## src/design/cbom_pkg.sv

```systemverilog
// ----------------------------------------------------------------------------
// cbom_pkg
// Shared types and constants for the CAN signal bit occupancy map.
// ----------------------------------------------------------------------------
package cbom_pkg;

  localparam int MAX_FRAME_BITS = 512;
  localparam int MAX_SIGNALS    = 64;
  localparam int LEN_CAP        = 512;

  localparam int ADDR_W  = $clog2(MAX_FRAME_BITS);
  localparam int CNT_W   = $clog2(MAX_FRAME_BITS + 1);
  localparam int LEN_W   = 10;
  localparam int IDX_W   = 6;
  localparam int BIT_W   = 12;  // sawtooth walk may run well past the frame
  localparam int MUXV_W  = 16;
  localparam int FBYTE_W = 7;
  localparam int CFGI_W  = 2;

  typedef enum logic [1:0] {
    KIND_CLEAR = 2'd0,
    KIND_ADD   = 2'd1,
    KIND_READ  = 2'd2
  } kind_t;

  typedef enum logic [1:0] {
    MUX_STATIC = 2'd0,
    MUX_MUXOR  = 2'd1,
    MUX_MUXED  = 2'd2,
    MUX_BOTH   = 2'd3
  } mux_type_t;

  typedef enum logic [CFGI_W-1:0] {
    REG_FRAME_BYTES = 2'd0,
    REG_SHOW_ALL    = 2'd1,
    REG_SEL_MUX     = 2'd2
  } reg_idx_t;

  typedef struct packed {
    logic             owned;
    logic [IDX_W-1:0] owner;
    logic             ovl;
  } entry_t;

  localparam int ENTRY_W = $bits(entry_t);

  typedef enum logic [2:0] {
    ST_INIT,
    ST_IDLE,
    ST_CLEAR,
    ST_WALK,
    ST_FLUSH,
    ST_READ,
    ST_DONE
  } state_t;

  typedef struct packed {
    logic accept;
    logic sweep;
    logic walk;
    logic rd_issue;
    logic load_out;
  } cmd_t;

  typedef struct packed {
    kind_t kind;
    logic  add_skip;
    logic  walk_last;
    logic  sweep_last;
    logic  out_busy;
  } sts_t;

endpackage

```

## src/design/cbom_ctrl.sv

```systemverilog
// ----------------------------------------------------------------------------
// cbom_ctrl
// Sequencer: clearing sweeps, bit walk, read and result hand-off.
// ----------------------------------------------------------------------------
module cbom_ctrl (
  input  logic            clk,
  input  logic            rst,
  input  logic            in_valid,
  output logic            in_ready,
  input  cbom_pkg::sts_t  sts,
  output cbom_pkg::cmd_t  cmd
);

  cbom_pkg::state_t state, state_next;

  always_ff @(posedge clk) begin
    if (rst) begin
      state <= cbom_pkg::ST_INIT;
    end else begin
      state <= state_next;
    end
  end

  always_comb begin
    state_next = state;
    unique case (state)
      cbom_pkg::ST_INIT: begin
        if (sts.sweep_last) state_next = cbom_pkg::ST_IDLE;
      end
      cbom_pkg::ST_IDLE: begin
        if (in_valid) begin
          unique case (sts.kind)
            cbom_pkg::KIND_CLEAR: state_next = cbom_pkg::ST_CLEAR;
            cbom_pkg::KIND_ADD: begin
              state_next = sts.add_skip ? cbom_pkg::ST_DONE : cbom_pkg::ST_WALK;
            end
            cbom_pkg::KIND_READ:  state_next = cbom_pkg::ST_READ;
            default:              state_next = cbom_pkg::ST_DONE;
          endcase
        end
      end
      cbom_pkg::ST_CLEAR: begin
        if (sts.sweep_last) state_next = cbom_pkg::ST_DONE;
      end
      cbom_pkg::ST_WALK: begin
        if (sts.walk_last) state_next = cbom_pkg::ST_FLUSH;
      end
      cbom_pkg::ST_FLUSH: state_next = cbom_pkg::ST_DONE;
      cbom_pkg::ST_READ:  state_next = cbom_pkg::ST_DONE;
      cbom_pkg::ST_DONE: begin
        if (!sts.out_busy) state_next = cbom_pkg::ST_IDLE;
      end
      default: state_next = cbom_pkg::ST_INIT;
    endcase
  end

  always_comb begin
    in_ready     = (state == cbom_pkg::ST_IDLE);
    cmd.accept   = (state == cbom_pkg::ST_IDLE) && in_valid;
    cmd.sweep    = (state == cbom_pkg::ST_INIT) || (state == cbom_pkg::ST_CLEAR);
    cmd.walk     = (state == cbom_pkg::ST_WALK);
    cmd.rd_issue = (state == cbom_pkg::ST_READ);
    cmd.load_out = (state == cbom_pkg::ST_DONE) && !sts.out_busy;
  end

endmodule

```

## config.mk

```make
export PLATFORM = sky130hd
export DESIGN_NAME = cbom_ctrl
export DESIGN_NICKNAME = d
export VERILOG_FILES = /design/src/design/cbom_pkg.sv /design/src/design/cbom_ctrl.sv
export SDC_FILE = /design/constraint.sdc
export NUM_CORES = 1
export LEC_CHECK = 0
export BUFFER_PORTS_ARGS = -buffer_cell sky130_fd_sc_hd__buf_4
export CELL_PAD_IN_SITES_DETAIL_PLACEMENT = 1
export CELL_PAD_IN_SITES_GLOBAL_PLACEMENT = 1
export CORE_AREA = 2 2 39 41
export DETAILED_ROUTE_END_ITERATION = 10
export DIE_AREA = 0 0 41 43
export PLACE_DENSITY_LB_ADDON = 0.1
export REMOVE_ABC_BUFFERS = 1
export SETUP_SLACK_MARGIN = 0.1
export SLEW_MARGIN = 20
export SYNTH_ARGS = -nofsm -noshare
export SYNTH_HDL_FRONTEND = slang
export SYNTH_SLANG_ARGS = --single-unit
export TNS_END_PERCENT = 30
```

## constraint.sdc

```tcl
create_clock -name clk -period 1.2 [get_ports clk]
set_input_delay 0.36 -clock clk [delete_from_list [all_inputs] [get_ports clk]]
set_output_delay 0.36 -clock clk [all_outputs]
set_load 0.05 [all_outputs]
```

==> results_dict.tcl, run 1 <==
set metrics [dict create \
    vdd_ir_drop_max_mv 0.906 \
    largest_register_ffs 3 \
    routed_via_density 4.89 \
    die_h_um 43 \
    drive_above_1_share_pct 67.6 \
    cp-start-kind "register" \
    core_um2 1380 \
    final_cell_mix "buf_4 (20), buf_6 (7), nand2_1 (4)" \
    critPathCaptureType "output port" \
    yosys_warnings 0 \
    first_pass_iters 4 \
    die-area_um2 1760 \
    fin_skew_ns 0.00137 \
    violations "negative setup slack" \
    syn2layout_area_growth_pct 110 \
    root_buffer "clkbuf_4" \
    combPwrFrac_pct 72.0 \
    p_clk_share_pct 10.4 \
    powerDensity_nw_per_um2 2570 \
    worst_pin_slew_ns 0.238 \
    crit_required_ns 0.84 \
    synth_top_family_by_area "simple AND/OR/NAND/NOR gates" \
    drc 0 \
    setup_ws_ns -0.227 \
    grt_pass1_wl_um 1620 \
    gp_congestion 0.789 \
    port_buffers 14 \
    synth-seq-cells 3 \
    period_share_pct 119 \
    synthXorXnorAreaFrac_pct 0 \
    htreeDepth 1 \
    dr_wl_met3_um 36 \
    std_cell_rows 14 \
    ioPinCount 15 \
    ant_nets 0 \
    start_util_pct 22.3 \
    p_leak_nw 0.284 \
    synth_fa_ha_area_share_pct 0 \
    drv_cap 0 \
    cts_tree "built" \
    synth_area_leaders "dfxtp_1 (19%), buf_6 (7.3%), nor3b_1 (7.3%), a21oi_1 (4.9%), nor3_1 (4.9%)" \
    clk_pin_slew_ns 0.04 \
    worstPathArrival_ns 1.07 \
    p_int_mw 0.911 \
    critPathMaxFanout 8 \
    synth_top_area_share_pct 19.4 \
    postSynthAreaPerCell_um2 7.54 \
    final.setup.tns_ns -1.57 \
    max-slew-margin-rel_pct 84.0 \
    clk_path_buf_depth 2 \
    ctsHoldBuffers 0 \
    antenna_found_initial 0 \
    dpl.hpwl_um 819 \
    utilization_pct 46.8 \
    r2r_slack_ns -0.20 \
    drt_iter0_drc 5 \
    period_minus_slack_ns 1.43 \
    grt-ovfl-total 0 \
    wl_um 1050 \
    finalHoldViolCount 0 \
    yosys.area_share.simple_pct 38.9 \
    synth_mux_area_share_pct 4.86 \
    final_common_cell "buf_4" \
    met1Wirelength_um 441 \
    synth_area_um2 309 \
    synth_compound_area_share_pct 23.5 \
    vias 425 \
    synth_top_area_cell "dfxtp_1" \
    hp-class "primary input to register" \
    swShare_pct 45.2 \
    sequentialPowerShare_pct 17.6 \
    slew_viol_final 0 \
    route.met2.wl_um 568 \
    cts_buffers 3 \
    diodes 0 \
    p_total_mw 1.66 \
    reg.largest.list "state: 3 flops" \
    multiInputGateArea_um2 262 \
    fill_cells 174 \
    critical_path_class "register to output port" \
    final_nets 81 \
    grt_use_total_pct 13.6 \
    timing.fmax_mhz 701 \
    rsz0062_at_grt "true" \
    dr.max_layer_used "met3" \
    wl_per_cell_um 12.0 \
    ff_latch_area_um2 71.3 \
    switchingPower_mw 0.753 \
    chipWidth_um 41 \
    ys_types 22 \
    clk_latency_ns 0.23 \
    grt_max_degree 9 \
    finalSetupViolations 9 \
    grt_pass1_vias 404 \
    ys_seq_area_share_pct 19.4 \
    status "complete, but fails checks" \
    largest-register "state" \
    syn_inst 41 \
    cts_sinks 3 \
]
[per-stage QoR]
| step | hold WS, ns | setup WS [ns] | std cells | area [um2] |
|---|---|---|---|---|
| after global placement | 0.568 | -0.176 | 80 | 490 |
| final | 0.320 | -0.227 | 87 | 648 |
| after global routing | 0.316 | -0.270 | 87 | 648 |
| after CTS | 0.309 | -0.238 | 86 | 606 |
| after detailed placement | 0.565 | -0.192 | 80 | 490 |
| after floorplan | 0.432 | -0.782 | 38 | 275 |
[final cells by class]
type | instances | area share [%]
flip-flops and latches | 3 | 11.0
clock buffers | 4 | 4.05
well taps | 16 | 3.09
inverters | 2 | 1.54
multi-input cells | 33 | 40.3
repair buffers | 29 | 40.0
[kinds of logic after synthesis]
family          count (synthesis)
compound gates                 11
buf+inv                         5
flops                           3
mux                             1
simple gates                   21
[worst max-delay path, cell delays in order, from the launching register on]
cell and delay (ns):
dfxtp_4 0.39, buf_6 0.13, and3_4 0.18, buf_8 0.14
[power by group through the flow]
stage          Sequential (mW)  Combinational (mW)  Clock [mW]
2_1_floorplan            0.237               0.496           0
3_5_place_dp             0.232               0.916           0
4_1_cts                  0.277                1.10       0.185
5_1_grt                  0.304                1.29       0.197
3_3_place_gp             0.231               0.905           0
6_report                 0.292                1.20       0.173
[Yosys cell counts]
master           number
nor2_1                3
o21ai_0               3
a31o_2                1
nand2b_1              1
buf_6                 2
nand2_1               4
mux2_4                1
a311oi_1              1
a31oi_1               1
o311a_1               1
inv_1                 2
nor3_1                3
nor3b_1               3
clkdlybuf4s15_2       1
nor2b_1               1
a31o_1                1
and2b_1               1
a21oi_1               3
and3_1                2
nand4b_1              1
dfxtp_1               3
or3_2                 2
[repair_timing]
item | 4_1_cts | 5_1_grt
endpoints found under the setup margin | 9 | 9
gates resized for setup | 22 | 9
endpoints found under the hold margin | 0 | 0
pin swaps | 4 | 0
setup buffers | 2 | 1
[routing by layer]
layer,GRT usage (%),vias up
li1,-,213
met1,16.3,201
met2,21.9,11
met3,4.71,0
met4,4.00,0
met5,0,-
[path summary, 6_finish.rpt]
check                     endpoint                  start  cells after the start
max                         cmd[1]  state[2]$_SDFFE_PP0P_                      3
max reg2reg  state[2]$_SDFFE_PP0P_  state[1]$_SDFFE_PP0P_                      4
min          state[0]$_SDFFE_PP0P_                    rst                      2
min reg2reg  state[1]$_SDFFE_PP0P_  state[2]$_SDFFE_PP0P_                      3
Note: power is estimated with default switching activity, not from simulation.
==> run 2: changes to the inputs <==
--- a/config.mk
+++ b/config.mk
@@ -11,7 +11,7 @@
 export CORE_AREA = 2 2 39 41
 export DETAILED_ROUTE_END_ITERATION = 10
 export DIE_AREA = 0 0 41 43
-export PLACE_DENSITY_LB_ADDON = 0.1
+export PLACE_DENSITY = 0.67
 export REMOVE_ABC_BUFFERS = 1
 export SETUP_SLACK_MARGIN = 0.1
 export SLEW_MARGIN = 20
==> run 2 against run 1 <==
Net effect:
- the run still ends with negative setup slack left
- clock skew rose by 0.0012 ns
- flip-flop and latch count unchanged
- via count shrank 6.4%
- die area is the same
- utilization fell by 3.5 points
- wire length fell by 3.2%
- highest routed layer unchanged
- register-to-register slack better by 0.06 ns
- maximum frequency increased by 0.38%
- first-iteration DRC count down 100%
==> results_dict.tcl, run 2 (same netlist as run 1, synthesis figures left out) <==
set metrics [dict create \
    critPathMaxFanout 10 \
    final_cell_mix "buf_4 (18), buf_6 (6), nand2_1 (4)" \
    dpl.cell_count 77 \
    crit_chain "nand2_1 -> nor3_4 -> buf_6" \
    clk_pin_slew_ns 0.04 \
    timing.fmax_mhz 703 \
    first_pass_iters 1 \
    root_buffer "clkbuf_4" \
    crit_start "state[2]$_SDFFE_PP0P_" \
    violations "negative setup slack" \
    drt_iter0_drc 0 \
    largest_register_ffs 3 \
    slowest_stage "dfxtp_4" \
    period_share_pct 118 \
    crit_required_ns 0.84 \
    min_to "state[0]$_SDFFE_PP0P_" \
    grt_pass1_vias 403 \
    diodes 0 \
    clk_latency_ns 0.23 \
    worstPathArrival_ns 1.06 \
    die_h_um 43 \
    drc 0 \
    cts_tree "built" \
    clk_path_buf_depth 2 \
    vias 398 \
    grt_use_total_pct 12.9 \
    std_cell_rows 14 \
    die-area_um2 1760 \
    wl_per_cell_um 12.2 \
    htreeDepth 1 \
    period_minus_slack_ns 1.42 \
    start_util_pct 22.3 \
    slew_viol_final 0 \
    crit_family "flip-flops" \
    rr_endpoint "state[2]$_SDFFE_PP0P_" \
    drv_cap 0 \
    p_leak_nw 0.260 \
    antenna_found_initial 0 \
    r2r_slack_ns -0.14 \
    utilization_pct 43.3 \
    cp-start-kind "register" \
    critical_path_class "register to output port" \
    cts_sinks 3 \
    ctsHoldBuffers 0 \
    hp-class "primary input to register" \
    cts_buffers 3 \
    final.setup.tns_ns -1.39 \
    drive_above_1_share_pct 64.2 \
    routed_via_density 4.80 \
    status "complete, but fails checks" \
    placed_area_um2 468 \
    port_buffers 14 \
    reg2regPathDepth 3 \
    ioPinCount 15 \
    powerDensity_nw_per_um2 2570 \
    gp_congestion 0.802 \
    grt-ovfl-total 0 \
    syn2layout_area_growth_pct 93.9 \
    path_buf_inv 1 \
    ant_nets 0 \
    r2r-start "state[2]$_SDFFE_PP0P_" \
    hold_depth 2 \
    grt_pass1_wl_um 1610 \
    grt_max_degree 11 \
    layout.cells.non_filler 83 \
    core_um2 1380 \
    fin_skew_ns 0.00259 \
    reg.largest.list "state: 3 flops" \
    max-slew-margin-rel_pct 85.3 \
    dpl.hpwl_um 733 \
    fill_cells 174 \
    chipWidth_um 41 \
    holdCritStartpoint "rst" \
    critPathCaptureType "output port" \
    finalSetupViolations 8 \
    vdd_ir_drop_max_mv 1.00 \
    critPathMaxStageDelay_ns 0.42 \
    largest-register "state" \
    final_nets 77 \
    finalHoldViolCount 0 \
    final_cell_area_um2 599 \
    whs_ns 0.314 \
    place_ws_ns -0.163 \
    wl_um 1010 \
    p_total_mw 1.54 \
    final_common_cell "buf_4" \
    worst_pin_slew_ns 0.219 \
    rsz0062_at_grt "true" \
    setup_ws_ns -0.222 \
]
==> run 2: changes by cell type in the layout (fill, tap and decap cells not counted), sizes merged <==
| cell | change |
|---|---|
| buf | -4 |
==> run 2: worst max-delay path by stage <==
stage,endpoint,cells past startpoint,slack [ns]
after detailed placement,state[2]$_SDFFE_PP0P_,3,-0.16
after floorplan,cmd[2],2,-0.78
after CTS,cmd[4],3,-0.22
final,cmd[0],3,-0.22
after global placement,state[2]$_SDFFE_PP0P_,3,-0.15
after global routing,cmd[4],3,-0.27
==> run 2: timing repair <==
action,in CTS,in global routing
pin swaps,5,1
gates resized for setup,19,8
buffers inserted,1,1
setup endpoints to repair,9,9
==> run 2: final cells by class <==
cell class | instances | area (um2) | area share, %
multi-input combinational | 33 | 256 | 42.8
timing repair buffer | 25 | 218 | 36.3
sequential | 3 | 71.3 | 11.9
clock buffer | 4 | 26.3 | 4.38
tap | 16 | 20.0 | 3.34
inverter | 2 | 7.51 | 1.25
==> run 2: power by group <==
group          switching [mW]  internal (mW)
sequential              0.122          0.175
clock                  0.0541          0.125
combinational           0.540          0.527
total                   0.716          0.826
==> run 2: layer usage <==
metal	vias up	part of all wire (%)	GRT usage, %
met4	0	0	2.00
li1	202	-	-
met5	-	0	0
met1	190	45	18.6
met3	0	2.5	3.14
met2	6	53	19.4
==> run 3: changes to the inputs <==
--- a/config.mk
+++ b/config.mk
@@ -5,13 +5,14 @@
 export SDC_FILE = /design/constraint.sdc
 export NUM_CORES = 1
 export LEC_CHECK = 0
-export BUFFER_PORTS_ARGS = -buffer_cell sky130_fd_sc_hd__buf_4
 export CELL_PAD_IN_SITES_DETAIL_PLACEMENT = 1
 export CELL_PAD_IN_SITES_GLOBAL_PLACEMENT = 1
 export CORE_AREA = 2 2 39 41
 export DETAILED_ROUTE_END_ITERATION = 10
 export DIE_AREA = 0 0 41 43
-export PLACE_DENSITY = 0.67
+export DONT_BUFFER_PORTS = 1
+export PLACE_DENSITY = 0.52
+export RECOVER_POWER = 50
 export REMOVE_ABC_BUFFERS = 1
 export SETUP_SLACK_MARGIN = 0.1
 export SLEW_MARGIN = 20
==> run 3 against run 2 <==
Net effect:
- the run still ends with negative setup slack left
- critical path depth stayed put
- via count is 3.3% lower
- critical endpoint is now in_ready
- clock power is 4% higher
- largest power group unchanged
- setup slack worse by 0.026 ns
- critical path type unchanged
- power is 7.8% higher
- hold slack worse by 0.11 ns
==> results_dict.tcl, run 3 (same netlist as run 1, synthesis figures left out) <==
set metrics [dict create \
    status "complete, but fails checks" \
    violations "negative setup slack" \
    finalHoldViolCount 0 \
    drv_cap 0 \
    combPwrFrac_pct 71.5 \
    start_util_pct 22.3 \
    reg.largest.list "state: 3 flops" \
    final_cell_mix "buf_4 (10), buf_6 (7)" \
    ctsHoldBuffers 0 \
    period_minus_slack_ns 1.45 \
    first_pass_iters 2 \
    wl_um 1140 \
    timing.fmax_mhz 691 \
    p_clk_share_pct 11.2 \
    largest-register "state" \
    slew_viol_final 0 \
    grt_pass1_wl_um 1860 \
    setup_ws_ns -0.247 \
    worst_pin_slew_ns 0.263 \
    ioPinCount 15 \
    critical_path_class "register to output port" \
    core_um2 1380 \
    wl_per_cell_um 14.9 \
    vias 385 \
    p_total_mw 1.66 \
    cts_buffers 3 \
    cts_tree "built" \
    routed_via_density 5.00 \
    htreeDepth 1 \
    syn2layout_area_growth_pct 87.4 \
    grt_use_total_pct 15.6 \
    grt_pass1_vias 414 \
    hp-class "primary input to register" \
    largest_register_ffs 3 \
    period_share_pct 121 \
    std_cell_rows 14 \
    rsz0062_at_grt "true" \
    fin_skew_ns 0.00817 \
    p_leak_nw 0.256 \
    layout.cells.non_filler 77 \
    switchingPower_mw 0.767 \
    drt_iter0_drc 3 \
    cp-start-kind "register" \
    drc 0 \
    swShare_pct 46.2 \
    grt-ovfl-total 0 \
    vdd_ir_drop_max_mv 0.743 \
    die-area_um2 1760 \
    crit_required_ns 0.84 \
    chipWidth_um 41 \
    r2r_slack_ns -0.22 \
    ant_nets 0 \
    clk_path_buf_depth 2 \
    antenna_found_initial 0 \
    clk_latency_ns 0.24 \
    final_common_cell "buf_4" \
    critPathCaptureType "output port" \
    dpl.cell_count 67 \
    finalSetupViolations 9 \
    critPathMaxFanout 6 \
    cts_sinks 3 \
    grt_max_degree 8 \
    p_int_mw 0.894 \
    dpl.hpwl_um 697 \
    die_h_um 43 \
    final.setup.tns_ns -1.79 \
    final_nets 71 \
    powerDensity_nw_per_um2 2870 \
    port_buffers 0 \
    clk_pin_slew_ns 0.04 \
    diodes 0 \
    sequentialPowerShare_pct 17.3 \
    gp_congestion 0.731 \
    max-slew-margin-rel_pct 82.3 \
    drive_above_1_share_pct 60.7 \
    root_buffer "clkbuf_4" \
    worstPathArrival_ns 1.09 \
]
## run 3: cell count changes in the layout (fill, tap and decap cells not counted), sizes merged
cell | previous run | this run
buf | 25 | 19
## run 3: worst paths after layout
kind                                       startpoint                    end  depth (start not counted)
worst max-delay path            state[2]$_SDFFE_PP0P_               in_ready                          3
worst min register to register  state[1]$_SDFFE_PP0P_  state[0]$_SDFFE_PP0P_                          3
worst min-delay path                              rst  state[0]$_SDFFE_PP0P_                          1
worst max register to register  state[1]$_SDFFE_PP0P_  state[2]$_SDFFE_PP0P_                          4
## run 3: repair_timing
action                                  4_1_cts  5_1_grt
pin swaps                                     6        1
resized for setup                            25        3
buffers inserted                              6        0
endpoints found under the setup margin        9        9
## run 3: power groups by stage
stage               Combinational [mW]  Sequential, mW  Clock, mW
floorplan                        0.496           0.237          0
detailed placement               0.861           0.251          0
CTS                               1.14           0.271      0.186
finish                            1.19           0.288      0.186
global route                      1.28           0.302      0.197
global placement                 0.859           0.244          0
## run 3: per-stage QoR
step / setup slack, ns / instance area (um2) / utilization (%) / hold WS, ns
after global placement: -0.190 / 418 / 30.2 / 0.445
after detailed placement: -0.212 / 418 / 30.2 / 0.453
final: -0.247 / 579 / 41.9 / 0.200
after floorplan: -0.782 / 275 / - / 0.432
after CTS: -0.232 / 564 / 40.8 / 0.196
after global routing: -0.292 / 579 / 41.9 / 0.188
## run 3: cell type report
cell class | count | area [um2]
Multi-Input combinational cell | 33 | 260
Tap cell | 16 | 20.0
Clock buffer | 4 | 26.3
Inverter | 2 | 7.51
Sequential cell | 3 | 71.3
Fill cell | 166 | 805
Timing Repair Buffer | 19 | 194
## run 3: metal layers
| metal | up-vias | share of wire (%) | track usage [%] |
|---|---|---|---|
| met2 | 12 | 57 | 26.6 |
| li1 | 190 | - | - |
| met1 | 183 | 38 | 16.6 |
| met5 | - | 0 | 0 |
| met3 | 0 | 4.7 | 3.66 |
| met4 | 0 | 0 | 8.00 |
## run 3: worst max-delay path: stages (launching register included)
cell	delay [ns]
dfxtp_4	0.36
buf_6	0.13
nor3_2	0.17
buf_6	0.18
